$ cat src/nrsa_pkg.sv
`timescale 1ns / 1ps
// ----------------------------------------------------------------------------
// nrsa_pkg
// Shared widths, register codes and request/response types for the
// nearest-neighbor resize source address generator.
// ----------------------------------------------------------------------------
package nrsa_pkg;

   localparam int DIM_BITS       = 16;
   localparam int OFFSET_BITS    = 48;
   localparam int STRIDE_BITS    = 32;
   localparam int CSR_INDEX_BITS = 3;
   localparam int CSR_DATA_BITS  = 32;

   // dividend (2*o+1)*in and divisor 2*out
   localparam int NUM_BITS      = 2 * DIM_BITS + 1;
   localparam int DEN_BITS      = DIM_BITS + 1;
   localparam int PROD_BITS     = DIM_BITS + STRIDE_BITS;

   // quotient bits resolved per divider stage
   localparam int STEP_BITS     = 2;
   localparam int DIV_STAGES    = (DIM_BITS + STEP_BITS - 1) / STEP_BITS;
   localparam int BIT_IDX_BITS  = $clog2(DIM_BITS);

   localparam logic [DIM_BITS-1:0]    RST_IN_HEIGHT      = DIM_BITS'(1);
   localparam logic [DIM_BITS-1:0]    RST_IN_WIDTH       = DIM_BITS'(1);
   localparam logic [DIM_BITS-1:0]    RST_OUT_HEIGHT     = DIM_BITS'(1);
   localparam logic [DIM_BITS-1:0]    RST_OUT_WIDTH      = DIM_BITS'(1);
   localparam logic [STRIDE_BITS-1:0] RST_STRIDE_BATCH   = STRIDE_BITS'(0);
   localparam logic [STRIDE_BITS-1:0] RST_STRIDE_CHANNEL = STRIDE_BITS'(0);
   localparam logic [STRIDE_BITS-1:0] RST_STRIDE_ROW     = STRIDE_BITS'(0);
   localparam logic [STRIDE_BITS-1:0] RST_STRIDE_COLUMN  = STRIDE_BITS'(1);

   typedef enum logic [CSR_INDEX_BITS-1:0] {
      CSR_IN_HEIGHT      = 3'd0,
      CSR_IN_WIDTH       = 3'd1,
      CSR_OUT_HEIGHT     = 3'd2,
      CSR_OUT_WIDTH      = 3'd3,
      CSR_STRIDE_BATCH   = 3'd4,
      CSR_STRIDE_CHANNEL = 3'd5,
      CSR_STRIDE_ROW     = 3'd6,
      CSR_STRIDE_COLUMN  = 3'd7
   } csr_index_type;

   typedef struct packed {
      logic [DIM_BITS-1:0] batch_index;
      logic [DIM_BITS-1:0] channel_index;
      logic [DIM_BITS-1:0] out_row;
      logic [DIM_BITS-1:0] out_column;
   } req_type;

   typedef struct packed {
      logic [DIM_BITS-1:0]    src_row;
      logic [DIM_BITS-1:0]    src_column;
      logic [OFFSET_BITS-1:0] src_offset;
      logic                   coord_outside;
   } rsp_type;

endpackage

$ cat src/nrsa_div_pipe.sv
`timescale 1ns / 1ps
// ----------------------------------------------------------------------------
// nrsa_div_pipe
// Pipelined restoring divider, STEP_BITS quotient bits per stage. Assumes
// the quotient fits in DIM_BITS (dividend < divisor * 2**DIM_BITS).
// ----------------------------------------------------------------------------
module nrsa_div_pipe (
   input  logic                                clock,
   input  logic [nrsa_pkg::NUM_BITS-1:0]       dividend,
   input  logic [nrsa_pkg::DEN_BITS-1:0]       divisor,
   input  logic [nrsa_pkg::DIV_STAGES-1:0]     stage_en,
   output logic [nrsa_pkg::DIM_BITS-1:0]       quotient
);
   import nrsa_pkg::*;

   logic [DEN_BITS-1:0] rem_src  [DIV_STAGES];
   logic [DIM_BITS-1:0] low_src  [DIV_STAGES];
   logic [DIM_BITS-1:0] quot_src [DIV_STAGES];
   logic [DEN_BITS-1:0] den_src  [DIV_STAGES];

   logic [DEN_BITS-1:0] rem_in   [DIV_STAGES];
   logic [DIM_BITS-1:0] quot_in  [DIV_STAGES];

   logic [DEN_BITS-1:0] rem_ff   [DIV_STAGES];
   logic [DIM_BITS-1:0] low_ff   [DIV_STAGES];
   logic [DIM_BITS-1:0] quot_ff  [DIV_STAGES];
   logic [DEN_BITS-1:0] den_ff   [DIV_STAGES];

   always_comb begin
      rem_src[0]  = dividend[NUM_BITS-1:DIM_BITS];
      low_src[0]  = dividend[DIM_BITS-1:0];
      quot_src[0] = '0;
      den_src[0]  = divisor;
      for (int s = 1; s < DIV_STAGES; s++) begin
         rem_src[s]  = rem_ff[s-1];
         low_src[s]  = low_ff[s-1];
         quot_src[s] = quot_ff[s-1];
         den_src[s]  = den_ff[s-1];
      end
   end

   always_comb begin
      logic [DEN_BITS:0]   trial;
      logic [DEN_BITS-1:0] rem;
      logic [DIM_BITS-1:0] quot;
      int                  bit_idx;
      for (int s = 0; s < DIV_STAGES; s++) begin
         rem  = rem_src[s];
         quot = quot_src[s];
         for (int j = 0; j < STEP_BITS; j++) begin
            bit_idx = DIM_BITS - 1 - s * STEP_BITS - j;
            if (bit_idx >= 0) begin
               trial = {rem, low_src[s][bit_idx[BIT_IDX_BITS-1:0]]};
               if (trial >= {1'b0, den_src[s]}) begin
                  rem = DEN_BITS'(trial - {1'b0, den_src[s]});
                  quot[bit_idx[BIT_IDX_BITS-1:0]] = 1'b1;
               end else begin
                  rem = trial[DEN_BITS-1:0];
               end
            end
         end
         rem_in[s]  = rem;
         quot_in[s] = quot;
      end
   end

   always_ff @(posedge clock) begin
      for (int s = 0; s < DIV_STAGES; s++) begin
         if (stage_en[s]) begin
            rem_ff[s]  <= rem_in[s];
            quot_ff[s] <= quot_in[s];
            low_ff[s]  <= low_src[s];
            den_ff[s]  <= den_src[s];
         end
      end
   end

   assign quotient = quot_ff[DIV_STAGES-1];

endmodule

$ cat config.mk
export PLATFORM = sky130hd
export DESIGN_NAME = nrsa_div_pipe
export DESIGN_NICKNAME = d
export VERILOG_FILES = /design/src/nrsa_pkg.sv /design/src/nrsa_div_pipe.sv
export SDC_FILE = /design/constraint.sdc
export NUM_CORES = 1
export LEC_CHECK = 0
export ABC_AREA = 1
export BUFFER_PORTS_ARGS = -buffer_cell sky130_fd_sc_hd__clkbuf_2
export CORE_AREA = 4 4 277 279
export CTS_CLUSTER_DIAMETER = 30
export DETAILED_ROUTE_END_ITERATION = 12
export DIE_AREA = 0 0 281 283
export GPL_ROUTABILITY_DRIVEN = 0
export PLACE_DENSITY_LB_ADDON = 0.1
export SYNTH_ARGS = -nofsm -noshare
export SYNTH_HDL_FRONTEND = slang
export SYNTH_SLANG_ARGS = --single-unit
export TNS_END_PERCENT = 5
$ cat constraint.sdc
create_clock -name clock -period 4.21 [get_ports clock]
set_input_delay 0.6315 -clock clock [delete_from_list [all_inputs] [get_ports clock]]
set_output_delay 0.6315 -clock clock [all_outputs]
set_load 0.005 [all_outputs]
==> results.md <==
- The kind of critical path is register to register.
- The run finished with clean final reports.
- The mapped netlist covers 0.02946 mm².
- The mean area per synthesized cell is 7.658 µm².
- The initialized floorplan defines 100 standard-cell rows.
- Clock latency on the worst-skew pair, taken at its later pin, is approximately 640 ps.
- For this run, asynchronously set or reset flops after synthesis account for 0%.
- For the final database, setup skew stands at between 50 and 60 ps.
- Clock-pin slew was measured on the worst setup and hold paths at ~50 ps.
- The total DRC errors in the routed layout is 0.
- The total placed cells including tap cells is slightly above 5000.
- The total of warnings raised by yosys is 0.
- The floorplan step defined a die boundary enclosing around 0.080 mm².
- In this run, synthesis produced a sequential element count of approximately 370.
- The fraction of the core area covered by cells at the end of the flow is 49.18%.
- The via count is 25770.
- Before antenna repair, the detailed router went through 7 iterations.
- The wire length of the first global-routing pass is approximately 140000 µm.
- After detailed routing, the number of vias per cell comes to 4.868.
- In this run the tool buffered the top-level ports with 74 buffer cells.
- The die width is approximately 280 µm.
- The initial antenna violation count is 2.
- Buffers inserted during clock tree synthesis total between 80 and 90.
- The half-perimeter wire length of the detailed placement result is between 70000 and 80000 µm.
- The maximum fanout encountered on the critical timing path is 20.
- Setup repair after global routing could not meet its margin everywhere.
- The number of global-route vias before repair is between 20000 and 30000.
- Sequential elements use 37.31% of the synthesized area.
- The maximum level of the CTS H-tree is 3.
- In this run the worst hold path is classified as input pin to register.
- The register area is 0.01099 mm².
- After global routing the overflow that remains totals 0.
- The dominant cell type by area after synthesis is sky130_fd_sc_hd__edfxtp_1.
- The area added between synthesis and finish is 23.87%.
- The core region is between 0.07 and 0.08 mm².
- Headroom to the max-slew limit came out at a little over a third.
- The clock passes through at most 3 buffers.
- At the pin with the least slew margin, the transition time is roughly 960 ps.
- The data arrival time of the critical path is ~4300 ps.
- The largest net degree at the start of global routing is about 50.
- By area the synthesized netlist is led by sky130_fd_sc_hd__edfxtp_1, sky130_fd_sc_hd__nand2_1, sky130_fd_sc_hd__ha_1.
- The post-synthesis cell count is 3847.
- The DRC marker count from the first detailed-route iteration is about 1300.
- The fraction of the cycle the final worst path needs is 95.53%.
- In the post-route analysis, the smallest setup slack over all paths is about 190 ps.
- The critical path launch point type is a register.
- After detailed placement, the total cell area comes to ~0.033 mm².
- The worst slack after detailed placement is ~24 ps.
- In this run, distinct cell masters in the synthesized netlist total 50.
- Once the floorplan was initialized, standard cells occupied about two fifths of the core.
- The share of synthesized area in the top cell type comes to 37.31%.
- The dominant register cell in the synthesized netlist is sky130_fd_sc_hd__edfxtp_1.
- In this run the remaining antenna-violating nets after routing total 0.
- The multi-input combinational cells in the finished layout cover a total of 0.01639 mm².
- The number of fill cells is roughly 7300.
- The finished cells cover around 0.036 mm².
- The layout cell share with drive strength beyond 1 is about 17%.
- STA puts the critical path data required time at approximately 4500 ps.
- Dividing the detail-routed wire length by the instance count gives around 17 µm.
- The vertical die dimension is between 200 and 300 µm.
- The final number of max-transition violations was 0.
- The buffer cell driving the clock tree root is sky130_fd_sc_hd__clkbuf_16.
- Across every metal layer, demand over resource in global routing totals between 20 and 25%.
- For this run, the top clock speed supported by timing is 248.6 MHz.
- The final hold violation count was 0.
- The net total in the final layout is 4603.
- The critical path endpoint category is a register.
- The number of setup violations in the final report is 0.
- The synthesized design contains roughly 370 enable-type register cells.
- For this block, the routed nets add up to 89170 µm of wire.
- After layout, the minimum clock period comes to roughly 4000 ps.
- The total number of clock tree sinks is 366.
- The post-synthesis net count is around 4200.
- TritonCTS built the clock tree.
- The boundary pin count is 75.
- The count of non-filler cells in the finished layout is 5293.
- The tool flagged a number of max-cap violations equal to 0.
[through the flow]
stage / hold slack (ps) / setup TNS (ps)
4_1_cts: 155.0 / 0
3_3_place_gp: 400.7 / 0
6_report: 183.6 / 0
3_5_place_dp: 404.5 / 0
5_1_grt: 170.5 / -114.8
2_1_floorplan: 400.3 / 0
[final timing paths]
check                                     from              to  slack (ps)  depth (start not counted)
worst max-delay path              den_ff[1][0]   rem_ff[2][16]         190                         23
worst min-delay path                divisor[8]    den_ff[0][8]         180                          1
worst max register to register    den_ff[1][0]   rem_ff[2][16]         190                         23
worst min register to register  quot_ff[1][42]  quot_ff[1][58]         400                          0
[cell families after synthesis]
| group | share of synthesized area, % |
|---|---|
| xor+xnor | 3.835 |
| fa+ha+maj | 12.57 |
| compound gates | 8.070 |
| simple gates | 29.75 |
| buf+inv | 8.469 |
| flops | 37.31 |
[sequential cells by signal, indices dropped and copies added (netlist names)]
signal   count
den_ff     119
quot_ff     72
low_ff      56
rem_ff     119
[Yosys cell counts, types with 13 or more instances]
master / count
sky130_fd_sc_hd__a21o_1: 13
sky130_fd_sc_hd__a21oi_1: 211
sky130_fd_sc_hd__a21oi_2: 18
sky130_fd_sc_hd__buf_4: 23
sky130_fd_sc_hd__buf_6: 18
sky130_fd_sc_hd__edfxtp_1: 366
sky130_fd_sc_hd__fa_1: 15
sky130_fd_sc_hd__ha_1: 272
sky130_fd_sc_hd__inv_1: 524
sky130_fd_sc_hd__nand2_1: 1376
sky130_fd_sc_hd__nand2_2: 22
sky130_fd_sc_hd__nand3_1: 231
sky130_fd_sc_hd__nand3_2: 13
sky130_fd_sc_hd__nand3b_1: 50
sky130_fd_sc_hd__nand4_1: 21
sky130_fd_sc_hd__nor2_1: 209
sky130_fd_sc_hd__nor3_1: 29
sky130_fd_sc_hd__o21ai_0: 119
sky130_fd_sc_hd__o21ai_1: 23
sky130_fd_sc_hd__or2_2: 33
sky130_fd_sc_hd__xnor2_1: 58
sky130_fd_sc_hd__xor2_1: 71
[cell type report]
| class | count | share of cell area [%] |
|---|---|---|
| Multi-Input combinational cell | 2890 | 44.91 |
| Sequential cell | 366 | 30.12 |
| Timing Repair Buffer | 379 | 7.800 |
| Clock buffer | 91 | 5.891 |
| Inverter | 534 | 5.548 |
| Tap cell | 969 | 3.322 |
| Clock inverter | 62 | 2.376 |
| Timing Repair inverter | 1 | 0.02400 |
| Antenna cell | 1 | 0.006858 |
[critical path, cell delays in order, from the launching register on]
cell,delay (ps)
sky130_fd_sc_hd__edfxtp_1,470
sky130_fd_sc_hd__ha_1,180
sky130_fd_sc_hd__inv_1,80
sky130_fd_sc_hd__fa_1,430
sky130_fd_sc_hd__nand4_1,120
sky130_fd_sc_hd__nand2_1,130
sky130_fd_sc_hd__nand2_2,110
sky130_fd_sc_hd__nand2_2,80
sky130_fd_sc_hd__nand2_4,70
sky130_fd_sc_hd__nand2_2,60
sky130_fd_sc_hd__buf_12,160
sky130_fd_sc_hd__nand3_1,80
sky130_fd_sc_hd__nand2_1,140
sky130_fd_sc_hd__ha_1,370
sky130_fd_sc_hd__nand2_1,110
sky130_fd_sc_hd__nor2_2,100
sky130_fd_sc_hd__and3_1,140
sky130_fd_sc_hd__nand2_1,50
sky130_fd_sc_hd__nand2_1,80
sky130_fd_sc_hd__nand2_1,110
sky130_fd_sc_hd__a21oi_4,270
sky130_fd_sc_hd__nor2_4,110
sky130_fd_sc_hd__nand3_1,90
sky130_fd_sc_hd__nand2_1,160
[placed cells by master, fill, tap and decap left out, drive strengths merged]
cell type / n
a211oi: 1
a21boi: 5
a21o: 13
a21oi: 232
a221oi: 1
a31oi: 9
and2: 12
and3: 12
buf: 304
bufinv: 16
clkbuf: 166
clkinv: 27
clkinvlp: 11
diode: 1
edfxtp: 366
fa: 15
ha: 272
inv: 543
nand2: 1410
nand3: 247
nand3b: 50
nand4: 21
nor2: 223
nor3: 31
nor4: 5
o211ai: 1
o21a: 5
o21ai: 148
o21bai: 12
o31a: 1
or2: 34
or3: 1
xnor2: 58
xor2: 71
[routing by layer]
metal	track usage (%)	vias up	wire (µm)
li1	-	13420	-
met1	27.07	11730	38570
met2	39.45	495	45150
met3	2.454	131	2901
met4	7.171	0	2544
met5	0	-	0
[what timing repair did]
action                                  in CTS  in global routing
endpoints found under the setup margin       0                106
resized for setup                            0                105
setup buffers                                0                 18
hold buffers                                 0                  0
Power is left out: the tool's default activity adds up to more than one toggle a clock period on the data nets, which glitch-free logic cannot reach.
